$ cat src/sv/mlfq_pkg.sv
package mlfq_pkg;

    typedef struct packed {
        logic        req_type;
        logic [4:0]  proc_id;
        logic [15:0] burst_time;
    } t_in_item;

    typedef struct packed {
        logic [1:0]  status;
        logic [4:0]  ran_id;
        logic [1:0]  ran_level;
        logic        finished;
        logic [15:0] finish_time;
        logic [15:0] elapsed_time;
        logic [15:0] total_wait;
    } t_out_item;

    // commands from controller to datapath
    typedef struct packed {
        logic latch_in;
        logic admit;
        logic tick_start;
        logic scan;
        logic push;
    } t_ctrl_cmd;

    // status from datapath to controller
    typedef struct packed {
        logic req_tick;
        logic no_runnable;
        logic scan_last;
        logic out_free;
    } t_ctrl_sts;

    localparam logic       REQ_ADMIT = 1'b0;
    localparam logic       REQ_TICK  = 1'b1;

    localparam logic [1:0] ST_OK        = 2'd0;
    localparam logic [1:0] ST_REJECT    = 2'd1;
    localparam logic [1:0] ST_IDLE_TICK = 2'd2;

    localparam logic [1:0] LVL_NONE  = 2'd0;
    localparam logic [1:0] LVL_ONE   = 2'd1;
    localparam logic [1:0] LVL_TWO   = 2'd2;
    localparam logic [1:0] LVL_THREE = 2'd3;

    localparam logic [1:0] CFG_QUANTUM_ONE = 2'd0;
    localparam logic [1:0] CFG_QUANTUM_TWO = 2'd1;
    localparam logic [1:0] CFG_AGING_LIMIT = 2'd2;

    localparam logic [7:0] RST_QUANTUM_ONE = 8'd2;
    localparam logic [7:0] RST_QUANTUM_TWO = 8'd4;
    localparam logic [7:0] RST_AGING_LIMIT = 8'd10;

    localparam int POS_W = 5;
    localparam int CNT_W = 6;

endpackage

$ cat src/sv/mlfq_scheduler_with_aging_top.sv
// Sequence: an item is latched and decoded; an admit is then applied, while a tick
// starts and, unless no level holds a process, runs the slot scan that updates waiting,
// aging and queue positions one slot per cycle. The result then moves into the output
// register once it is free. Throughput: one item at a time; the next item is taken
// only after the result registers.
// Reset: synchronous active-low i_rst_n empties all queues, zeroes clock and wait sum,
// and loads quantum 2 / 4 and aging limit 10.
module mlfq_scheduler_with_aging_top import mlfq_pkg::*; #(
    parameter int MAX_PROCS = 32
) (
    input  logic       i_clk,
    input  logic       i_rst_n,
    input  logic       i_in_valid,
    output logic       o_in_stall,
    input  t_in_item   i_in_item,
    output logic       o_out_valid,
    input  logic       i_out_stall,
    output t_out_item  o_out_item,
    input  logic       i_cfg_valid,
    output logic       o_cfg_ready,
    input  logic [1:0] i_cfg_index,
    input  logic [7:0] i_cfg_data
);

    t_ctrl_cmd cmd;
    t_ctrl_sts sts;
    logic      busy;

    // Controller sequences admit, tick start, slot scan and result hand-off.
    mlfq_ctrl u_ctrl (
        .i_clk      (i_clk),
        .i_rst_n    (i_rst_n),
        .i_in_valid (i_in_valid),
        .i_sts      (sts),
        .o_cmd      (cmd),
        .o_busy     (busy)
    );

    // Datapath holds per-slot state, queue counts and the output register.
    mlfq_datapath #(
        .MAX_PROCS (MAX_PROCS)
    ) u_dp (
        .i_clk       (i_clk),
        .i_rst_n     (i_rst_n),
        .i_in_item   (i_in_item),
        .i_out_stall (i_out_stall),
        .i_cfg_wr    (i_cfg_valid),
        .i_cfg_index (i_cfg_index),
        .i_cfg_data  (i_cfg_data),
        .i_cmd       (cmd),
        .o_sts       (sts),
        .o_out_valid (o_out_valid),
        .o_out_item  (o_out_item)
    );

    // Take a new item only between items; the output register lets the
    // previous result wait while the next item runs.
    assign o_in_stall  = busy;
    assign o_cfg_ready = 1'b1;

endmodule

$ cat src/sv/mlfq_ctrl.sv
module mlfq_ctrl import mlfq_pkg::*; (
    input  logic      i_clk,
    input  logic      i_rst_n,
    input  logic      i_in_valid,
    input  t_ctrl_sts i_sts,
    output t_ctrl_cmd o_cmd,
    output logic      o_busy
);

    typedef enum logic [2:0] {
        S_IDLE,
        S_ADMIT,
        S_TSTART,
        S_SCAN,
        S_OUT
    } t_state;

    t_state r_state, n_state;

    always_comb begin
        n_state = r_state;
        o_cmd   = '0;
        case (r_state)
            S_IDLE: begin
                if (i_in_valid) begin
                    o_cmd.latch_in = 1'b1;
                    n_state        = S_TSTART;
                end
            end
            S_TSTART: begin
                if (i_sts.req_tick == REQ_ADMIT) begin
                    n_state = S_ADMIT;
                end else begin
                    o_cmd.tick_start = 1'b1;
                    n_state = i_sts.no_runnable ? S_OUT : S_SCAN;
                end
            end
            S_ADMIT: begin
                o_cmd.admit = 1'b1;
                n_state     = S_OUT;
            end
            S_SCAN: begin
                o_cmd.scan = 1'b1;
                if (i_sts.scan_last) n_state = S_OUT;
            end
            S_OUT: begin
                if (i_sts.out_free) begin
                    o_cmd.push = 1'b1;
                    n_state    = S_IDLE;
                end
            end
            default: n_state = S_IDLE;
        endcase
    end

    always_ff @(posedge i_clk) begin
        if (!i_rst_n) begin
            r_state <= S_IDLE;
        end else begin
            r_state <= n_state;
        end
    end

    assign o_busy = (r_state != S_IDLE);

endmodule

$ cat src/sv/mlfq_datapath.sv
module mlfq_datapath import mlfq_pkg::*; #(
    parameter int MAX_PROCS = 32
) (
    input  logic      i_clk,
    input  logic      i_rst_n,
    input  t_in_item  i_in_item,
    input  logic      i_out_stall,
    input  logic      i_cfg_wr,
    input  logic [1:0] i_cfg_index,
    input  logic [7:0] i_cfg_data,
    input  t_ctrl_cmd i_cmd,
    output t_ctrl_sts o_sts,
    output logic      o_out_valid,
    output t_out_item o_out_item
);

    localparam int IW = $clog2(MAX_PROCS);

    t_in_item         r_item;
    logic [7:0]       r_q1, r_q2, r_age;
    logic [1:0]       r_lvl  [MAX_PROCS];
    logic [1:0]       n_lvl  [MAX_PROCS];
    logic [POS_W-1:0] r_pos  [MAX_PROCS];
    logic [POS_W-1:0] n_pos  [MAX_PROCS];
    logic [15:0]      r_rem  [MAX_PROCS];
    logic [15:0]      n_rem  [MAX_PROCS];
    logic [7:0]       r_wal  [MAX_PROCS];
    logic [7:0]       n_wal  [MAX_PROCS];
    logic [CNT_W-1:0] r_qcnt [3];
    logic [CNT_W-1:0] n_qcnt [3];
    logic [7:0]       r_qleft, n_qleft;
    logic [IW-1:0]    r_last, n_last;
    logic             r_last_vld, n_last_vld;
    logic [15:0]      r_clock, n_clock;
    logic [15:0]      r_wsum, n_wsum;
    logic [1:0]       r_e, n_e;
    logic             r_found, n_found;
    logic [IW-1:0]    r_idx, n_idx;
    t_out_item        r_res, n_res;
    t_out_item        r_out;
    logic             r_out_vld;

    logic             lv_en, jn_en;
    logic [1:0]       jn_lvl, old_l;
    logic [POS_W-1:0] old_p;
    logic [IW-1:0]    slot;
    logic [1:0]       s_lvl;
    logic [POS_W-1:0] s_pos;
    logic [15:0]      s_rem;
    logic [7:0]       s_wal;
    logic [7:0]       ql, ql_n, wal_n, limit;
    logic [15:0]      rem_n;
    logic             id_ok;

    assign slot  = i_cmd.admit ? IW'(r_item.proc_id) : r_idx;
    assign s_lvl = r_lvl[slot];
    assign s_pos = r_pos[slot];
    assign s_rem = r_rem[slot];
    assign s_wal = r_wal[slot];
    assign id_ok = (32'(r_item.proc_id) < 32'(MAX_PROCS));
    assign limit = (r_age == 8'd0) ? 8'd1 : r_age;

    always_comb begin
        n_lvl = r_lvl;  n_pos = r_pos;  n_rem = r_rem;  n_wal = r_wal;
        n_qcnt = r_qcnt;
        n_qleft = r_qleft; n_last = r_last; n_last_vld = r_last_vld;
        n_clock = r_clock; n_wsum = r_wsum; n_e = r_e; n_found = r_found;
        n_idx = r_idx; n_res = r_res;
        lv_en = 1'b0; jn_en = 1'b0; jn_lvl = LVL_ONE;
        ql = 8'd0; ql_n = 8'd0; wal_n = 8'd0; rem_n = 16'd0;
        old_l = LVL_NONE; old_p = '0;

        if (i_cmd.admit) begin
            n_res = '0;
            if (!id_ok || s_lvl != LVL_NONE) begin
                n_res.status = ST_REJECT;
            end else begin
                n_res.status = ST_OK;
                n_rem[slot]  = (r_item.burst_time == 16'd0) ? 16'd1 : r_item.burst_time;
                jn_en  = 1'b1;
                jn_lvl = LVL_ONE;
            end
        end

        if (i_cmd.tick_start) begin
            n_clock = (r_clock == 16'hFFFF) ? r_clock : r_clock + 16'd1;
            if (r_qcnt[0] != '0)      n_e = LVL_ONE;
            else if (r_qcnt[1] != '0) n_e = LVL_TWO;
            else if (r_qcnt[2] != '0) n_e = LVL_THREE;
            else                      n_e = LVL_NONE;
            n_idx   = '0;
            n_found = 1'b0;
            n_res   = '0;
            n_res.status = (n_e == LVL_NONE) ? ST_IDLE_TICK : ST_OK;
        end

        if (i_cmd.scan) begin
            n_idx = r_idx + IW'(1);
            if (!r_found && s_lvl == r_e && s_pos == '0) begin
                // serve the head of the top non-empty level
                if (!r_last_vld || r_last != r_idx) begin
                    ql = (r_e == LVL_ONE) ? r_q1 : ((r_e == LVL_TWO) ? r_q2 : 8'd0);
                end else begin
                    ql = r_qleft;
                end
                rem_n = (s_rem != 16'd0) ? s_rem - 16'd1 : s_rem;
                ql_n  = (r_e != LVL_THREE && ql != 8'd0) ? ql - 8'd1 : ql;
                n_rem[slot]   = rem_n;
                n_qleft       = ql_n;
                n_found       = 1'b1;
                n_last        = r_idx;
                n_last_vld    = 1'b1;
                n_res.ran_id    = 5'(r_idx);
                n_res.ran_level = r_e;
                if (rem_n == 16'd0) begin
                    lv_en = 1'b1;
                    n_wal[slot] = 8'd0;
                    n_res.finished    = 1'b1;
                    n_res.finish_time = r_clock;
                    n_last_vld = 1'b0;
                end else if (r_e != LVL_THREE && ql_n == 8'd0) begin
                    lv_en  = 1'b1;
                    jn_en  = 1'b1;
                    jn_lvl = r_e + 2'd1;
                    n_last_vld = 1'b0;
                end
            end else if (s_lvl != LVL_NONE) begin
                wal_n  = (s_wal == 8'hFF) ? s_wal : s_wal + 8'd1;
                n_wsum = (r_wsum == 16'hFFFF) ? r_wsum : r_wsum + 16'd1;
                n_wal[slot] = wal_n;
                if (s_lvl > LVL_ONE && wal_n >= limit) begin
                    lv_en  = 1'b1;
                    jn_en  = 1'b1;
                    jn_lvl = s_lvl - 2'd1;
                end
            end
        end

        // leave: close the gap behind the slot
        if (lv_en) begin
            old_l = r_lvl[slot];
            old_p = r_pos[slot];
            if (old_l != LVL_NONE) begin
                for (int k = 0; k < MAX_PROCS; k++) begin
                    if (IW'(k) != slot && r_lvl[k] == old_l && r_pos[k] > old_p) begin
                        n_pos[k] = r_pos[k] - POS_W'(1);
                    end
                end
                if (r_qcnt[old_l - 2'd1] != '0) begin
                    n_qcnt[old_l - 2'd1] = r_qcnt[old_l - 2'd1] - CNT_W'(1);
                end
                n_lvl[slot] = LVL_NONE;
                n_pos[slot] = '0;
            end
        end

        // join: append at the tail of the new level
        if (jn_en) begin
            n_lvl[slot] = jn_lvl;
            n_pos[slot] = n_qcnt[jn_lvl - 2'd1][POS_W-1:0];
            n_qcnt[jn_lvl - 2'd1] = n_qcnt[jn_lvl - 2'd1] + CNT_W'(1);
            n_wal[slot] = 8'd0;
        end
    end

    always_ff @(posedge i_clk) begin
        if (!i_rst_n) begin
            r_q1       <= RST_QUANTUM_ONE;
            r_q2       <= RST_QUANTUM_TWO;
            r_age      <= RST_AGING_LIMIT;
            for (int k = 0; k < MAX_PROCS; k++) begin
                r_lvl[k] <= LVL_NONE;
                r_pos[k] <= '0;
            end
            for (int k = 0; k < 3; k++) r_qcnt[k] <= '0;
            r_qleft    <= 8'd0;
            r_last     <= '0;
            r_last_vld <= 1'b0;
            r_clock    <= 16'd0;
            r_wsum     <= 16'd0;
            r_e        <= LVL_NONE;
            r_found    <= 1'b0;
            r_idx      <= '0;
            r_out_vld  <= 1'b0;
        end else begin
            if (i_cfg_wr) begin
                case (i_cfg_index)
                    CFG_QUANTUM_ONE: r_q1  <= i_cfg_data;
                    CFG_QUANTUM_TWO: r_q2  <= i_cfg_data;
                    CFG_AGING_LIMIT: r_age <= i_cfg_data;
                    default: ;
                endcase
            end
            r_lvl      <= n_lvl;
            r_pos      <= n_pos;
            r_qcnt     <= n_qcnt;
            r_qleft    <= n_qleft;
            r_last     <= n_last;
            r_last_vld <= n_last_vld;
            r_clock    <= n_clock;
            r_wsum     <= n_wsum;
            r_e        <= n_e;
            r_found    <= n_found;
            r_idx      <= n_idx;
            if (i_cmd.push)            r_out_vld <= 1'b1;
            else if (!i_out_stall)     r_out_vld <= 1'b0;
        end
    end

    always_ff @(posedge i_clk) begin
        r_rem <= n_rem;
        r_wal <= n_wal;
        r_res <= n_res;
        if (i_cmd.latch_in) r_item <= i_in_item;
        if (i_cmd.push) begin
            r_out <= '{status:       r_res.status,
                       ran_id:       r_res.ran_id,
                       ran_level:    r_res.ran_level,
                       finished:     r_res.finished,
                       finish_time:  r_res.finish_time,
                       elapsed_time: r_clock,
                       total_wait:   r_wsum};
        end
    end

    assign o_sts.req_tick    = r_item.req_type;
    assign o_sts.no_runnable = (r_qcnt[0] == '0) && (r_qcnt[1] == '0) && (r_qcnt[2] == '0);
    assign o_sts.scan_last   = (r_idx == IW'(MAX_PROCS - 1));
    assign o_sts.out_free    = !r_out_vld || !i_out_stall;
    assign o_out_valid       = r_out_vld;
    assign o_out_item        = r_out;

endmodule
$ cat config.mk
export PLATFORM = sky130hd
export DESIGN_NAME = mlfq_scheduler_with_aging_top
export DESIGN_NICKNAME = d
export VERILOG_FILES = /design/src/sv/mlfq_pkg.sv /design/src/sv/mlfq_scheduler_with_aging_top.sv /design/src/sv/mlfq_ctrl.sv /design/src/sv/mlfq_datapath.sv
export SDC_FILE = /design/constraint.sdc
export NUM_CORES = 2
export LEC_CHECK = 0
export BUFFER_PORTS_ARGS = -buffer_cell sky130_fd_sc_hd__buf_2
export CAP_MARGIN = 20
export CORE_AREA = 4 4 315 317
export DETAILED_ROUTE_END_ITERATION = 16
export DIE_AREA = 0 0 319 321
export PLACE_DENSITY = 0.8
export SETUP_SLACK_MARGIN = 0.02
export SLEW_MARGIN = 25
export SYNTH_ARGS = -nofsm -noshare
export SYNTH_HDL_FRONTEND = slang
export SYNTH_SLANG_ARGS = --single-unit
$ cat constraint.sdc
create_clock -name i_clk -period 12.95 [get_ports i_clk]
set_input_delay 1.9425 -clock i_clk [delete_from_list [all_inputs] [get_ports i_clk]]
set_output_delay 1.9425 -clock i_clk [all_outputs]
set_load 0.05 [all_outputs]
==> key figures <==
Clock network
  • CTS resizes: 0
  • Clock slew at reported path FFs: 60 ps
  • Num CTS Buffers: 121
  • Clk Latency, worst-skew pair: 760 ps
  • Root Buffer: clkbuf_16
  • Post-CTS Setup Bufs: 0
  • CTS sink count: 1198
  • Max H-tree Level: 3
  • Hold_buf cts: 0
  • Clock Path Buffers: 3
  • CTS tree: built

Floorplanning
  • Std-Cell Core Area: 0.09628 mm2
  • Die height: 321 um
  • Initial Util: between 60% and 70%
  • Row count: roughly 110
  • Die Wd: 319 um
  • Die ar.: 0.1024 mm2
  • # IOs: 98

Power and ir drop
  • Peak VDD IR: between 0.0001 and 0.00015 V
  • Logic pwr share: 24.5%
  • Clock power share: between 30% and 40%
  • Switching part of the total: 33.03%
  • Pwr Density: around 160 mW/mm2
  • Leakage: roughly 25 nW
  • Int Pwr: 7.037 mW
  • Switching pwr: 3.471 mW
  • Sequential share of power: 39.0%

Routing
  • Routed WL per cell: roughly 30 um
  • TritonRoute pass-1 iters: 7
  • Drt initial violations: 10340
  • Drt drc: 0
  • Via count: between 60000 and 70000
  • WL final: roughly 250 mm
  • Post-route ant nets: 0
  • Vias/cell: 7.224

Placement
  • Hpwl dp: roughly 160 mm
  • I/O Buffers: 96
  • Final GP Congestion: about 1.0

Global routing
  • Gr usage total: between 40% and 50%
  • GRT Residual Overflow: 0
  • Vias in the first global route: about 56000
  • First-pass GRT wire length: around 360 mm
  • Pin count of the biggest net entering global routing: 144
  • Initial antenna violation count: 12

Outcome
  • Status: complete, no violations

Timing
  • Worst Tran Pin Value: about 1300 ps
  • Slew Viols, Final: 0
  • Final-report hold violation count: 0
  • Setup-failing EPs final: 0
  • TNS Setup: 0 ps
  • Final Skew: 47.99 ps
  • Tcrit/Tclk final: 77.92%
  • Slew margin rel.: 13.78%
  • RSZ-0062 raised after global routing: no
  • Tmin final: 10090 ps
  • Max Fclk: just under 0.1 GHz

Synth
  • Mapped Cells: 7003
  • EDFF count, synth: 82
  • Async set or reset register ratio after synthesis: 0%
  • Synthesis Warnings: 0
  • Flops & latches, synth: 1198
  • Unique cell type count in the Yosys netlist: 109
  • Syn nets: a little over 7000
  • Syn_area_per_cell: 8.644 um2
  • Largest cells by area after synthesis: dfxtp_1 37%, nand2_1 7.0%, o22a_1 4.7%
  • Cell taking the most area after synthesis: dfxtp_1
  • Top cell type's share of synthesized area: 36.91%
  • Seq/Total Area, Yosys: 40.97%
  • Prevailing post-synth register cell: dfxtp_1
  • Synth Cell Area: just over 0.06 mm2

Job
  • Maxcap violations: 0

Cells and area
  • Multi-input logic area: 0.03346 mm2
  • Register area: between 0.02 and 0.025 mm2
  • Commonest non-fill, non-tap cell in the layout: nand2_1
  • Layout cell share with drive strength beyond 1: 10.69%
  • Post-layout util: a little over two thirds
  • Final nets: slightly above 7000
  • Area grow syn2layout: 10.47%
  • Fillcell total: 7565
  • Most frequent cells in the layout: 1121 x nand2_1, 1114 x dfxtp_1, 551 x nor2_1, 460 x o21ai_0, 341 x a21oi_1

Critical path
  • Crit Path Class: flip-flop to flip-flop
  • Critical path arrival: 10720 ps
  • Setup crit end kind: flip-flop
  • CP max FO: 30
  • CP startpoint kind: flip-flop
  • Most used cell, CP: buf_4
  • CP max-delay cell: mux2i_4
  • Critical path data required time: 13580 ps
  • CP max stage delay: 680 ps

Min path
  • Hold WC Path Type: flip-flop to flip-flop
registers in the layout, summed over array words and instances, names as in the netlist, 5 cells and up:
signal           cells
u_dp.r_q2            8
u_dp.r_idx           5
u_dp.r_rem         512
u_dp.r_item         21
u_dp.r_lvl          64
u_dp.r_qcnt         18
u_dp.r_wsum         16
u_dp.r_pos         160
u_dp.o_out_item     58
u_dp.r_clock        16
u_dp.r_age           8
u_dp.r_q1            8
u_dp.r_res          26
u_dp.r_wal         256
u_dp.r_last          5
u_dp.r_qleft         8
kinds of logic (layout without fill, tap and decap cells):
| family | count (synthesis) | after routing | synth area share, % |
|---|---|---|---|
| AOI/OAI and AO/OA | 1958 | 1958 | 22.40 |
| buffers and inverters | 657 | 672 | 4.545 |
| muxes | 326 | 326 | 6.684 |
| adders and majority gates | 220 | 220 | 4.547 |
| and+or+nand+nor | 2450 | 2450 | 18.05 |
| DFF | 1198 | 1198 | 40.97 |
| xor gates and xnor gates | 193 | 193 | 2.792 |
| other | 1 | 17 | 0.006195 |
power by group through the flow:
stage               combinational (mW)  sequential (mW)  clock (mW)
floorplan                         1.58             4.14           0
global placement                  2.37             4.15           0
detailed placement                2.41             4.16           0
CTS                               2.43             4.08        3.82
global route                      2.67             4.10        3.98
finish                            2.57             4.09        3.84
worst paths after layout:
check,startpoint,end,slack (ps),cells past startpoint
min,u_dp.r_res[44]$_DFF_P_,u_dp.o_out_item[44]$_DFFE_PP_,420,0
max,u_ctrl.r_state[0]$_SDFFE_PN0P_,u_dp.r_pos[52]$_SDFF_PN0_,2860,28
min reg2reg,u_dp.r_res[44]$_DFF_P_,u_dp.o_out_item[44]$_DFFE_PP_,420,0
max reg2reg,u_ctrl.r_state[0]$_SDFFE_PN0P_,u_dp.r_pos[52]$_SDFF_PN0_,2860,28
routing by layer:
layer	vias up	track usage, %	part of all wire (%)
met4	8	30.66	8.2
met5	-	0	0.020
met3	1286	18.66	16
met1	28330	59.08	36
li1	25230	-	-
met2	5185	64.57	39
Yosys cell counts (all sizes together), types with 13 or more instances:
cell type,instances
or2,16
nand3,223
xor2,67
ha,220
a221oi,14
o221ai,16
a2bb2oi,24
a31oi,59
and3,68
a22oi,94
buf,181
a21oi,347
o211ai,38
nor2,588
o22ai,57
o2111ai,13
and2,44
nand4,32
nand2b,57
inv,151
o211a,20
mux2,53
a21o,15
edfxtp,82
o21a,56
clkbuf,324
dfxtp,1116
a311oi,55
nor3,83
a22o,120
nand2,1129
xnor2,126
mux4,57
a32oi,40
a211oi,90
nor2b,61
o22a,325
mux2i,216
o21ai,474
nor4,87
area by class of cell:
cell class                      instances  share of cell area (%)
Antenna cell                           16                 0.05987
Clock buffer                          160                   5.051
Clock inverter                         68                   1.407
Inverter                              152                  0.8644
Multi-Input combinational cell       5148                   50.04
Sequential cell                      1198                   37.10
Tap cell                             1276                   2.387
Timing Repair Buffer                  292                   3.091
per-stage QoR:
stage / setup slack, ps / power [mW] / hold slack [ps] / std cells / area (um2)
4_1_cts: 3238 / 10.33 / 424.1 / 8293 / 66770
2_1_floorplan: 3721 / 5.724 / 400.3 / 7003 / 60540
3_3_place_gp: 3316 / 6.525 / 405.0 / 8064 / 62390
6_report: 2859 / 10.51 / 419.7 / 8310 / 66880
5_1_grt: 2558 / 10.76 / 435.4 / 8295 / 66840
3_5_place_dp: 3274 / 6.569 / 408.0 / 8065 / 62450
worst max-delay path: cells and delay by family, from the launching register on:
kind            cells  cell delay [ps]
simple gates       10             4020
compound gates      9             2120
buf+inv             6             1970
mux                 1              680
flops               1              590
fa+ha+maj           2              550
Power figures use the tool's default switching activity.
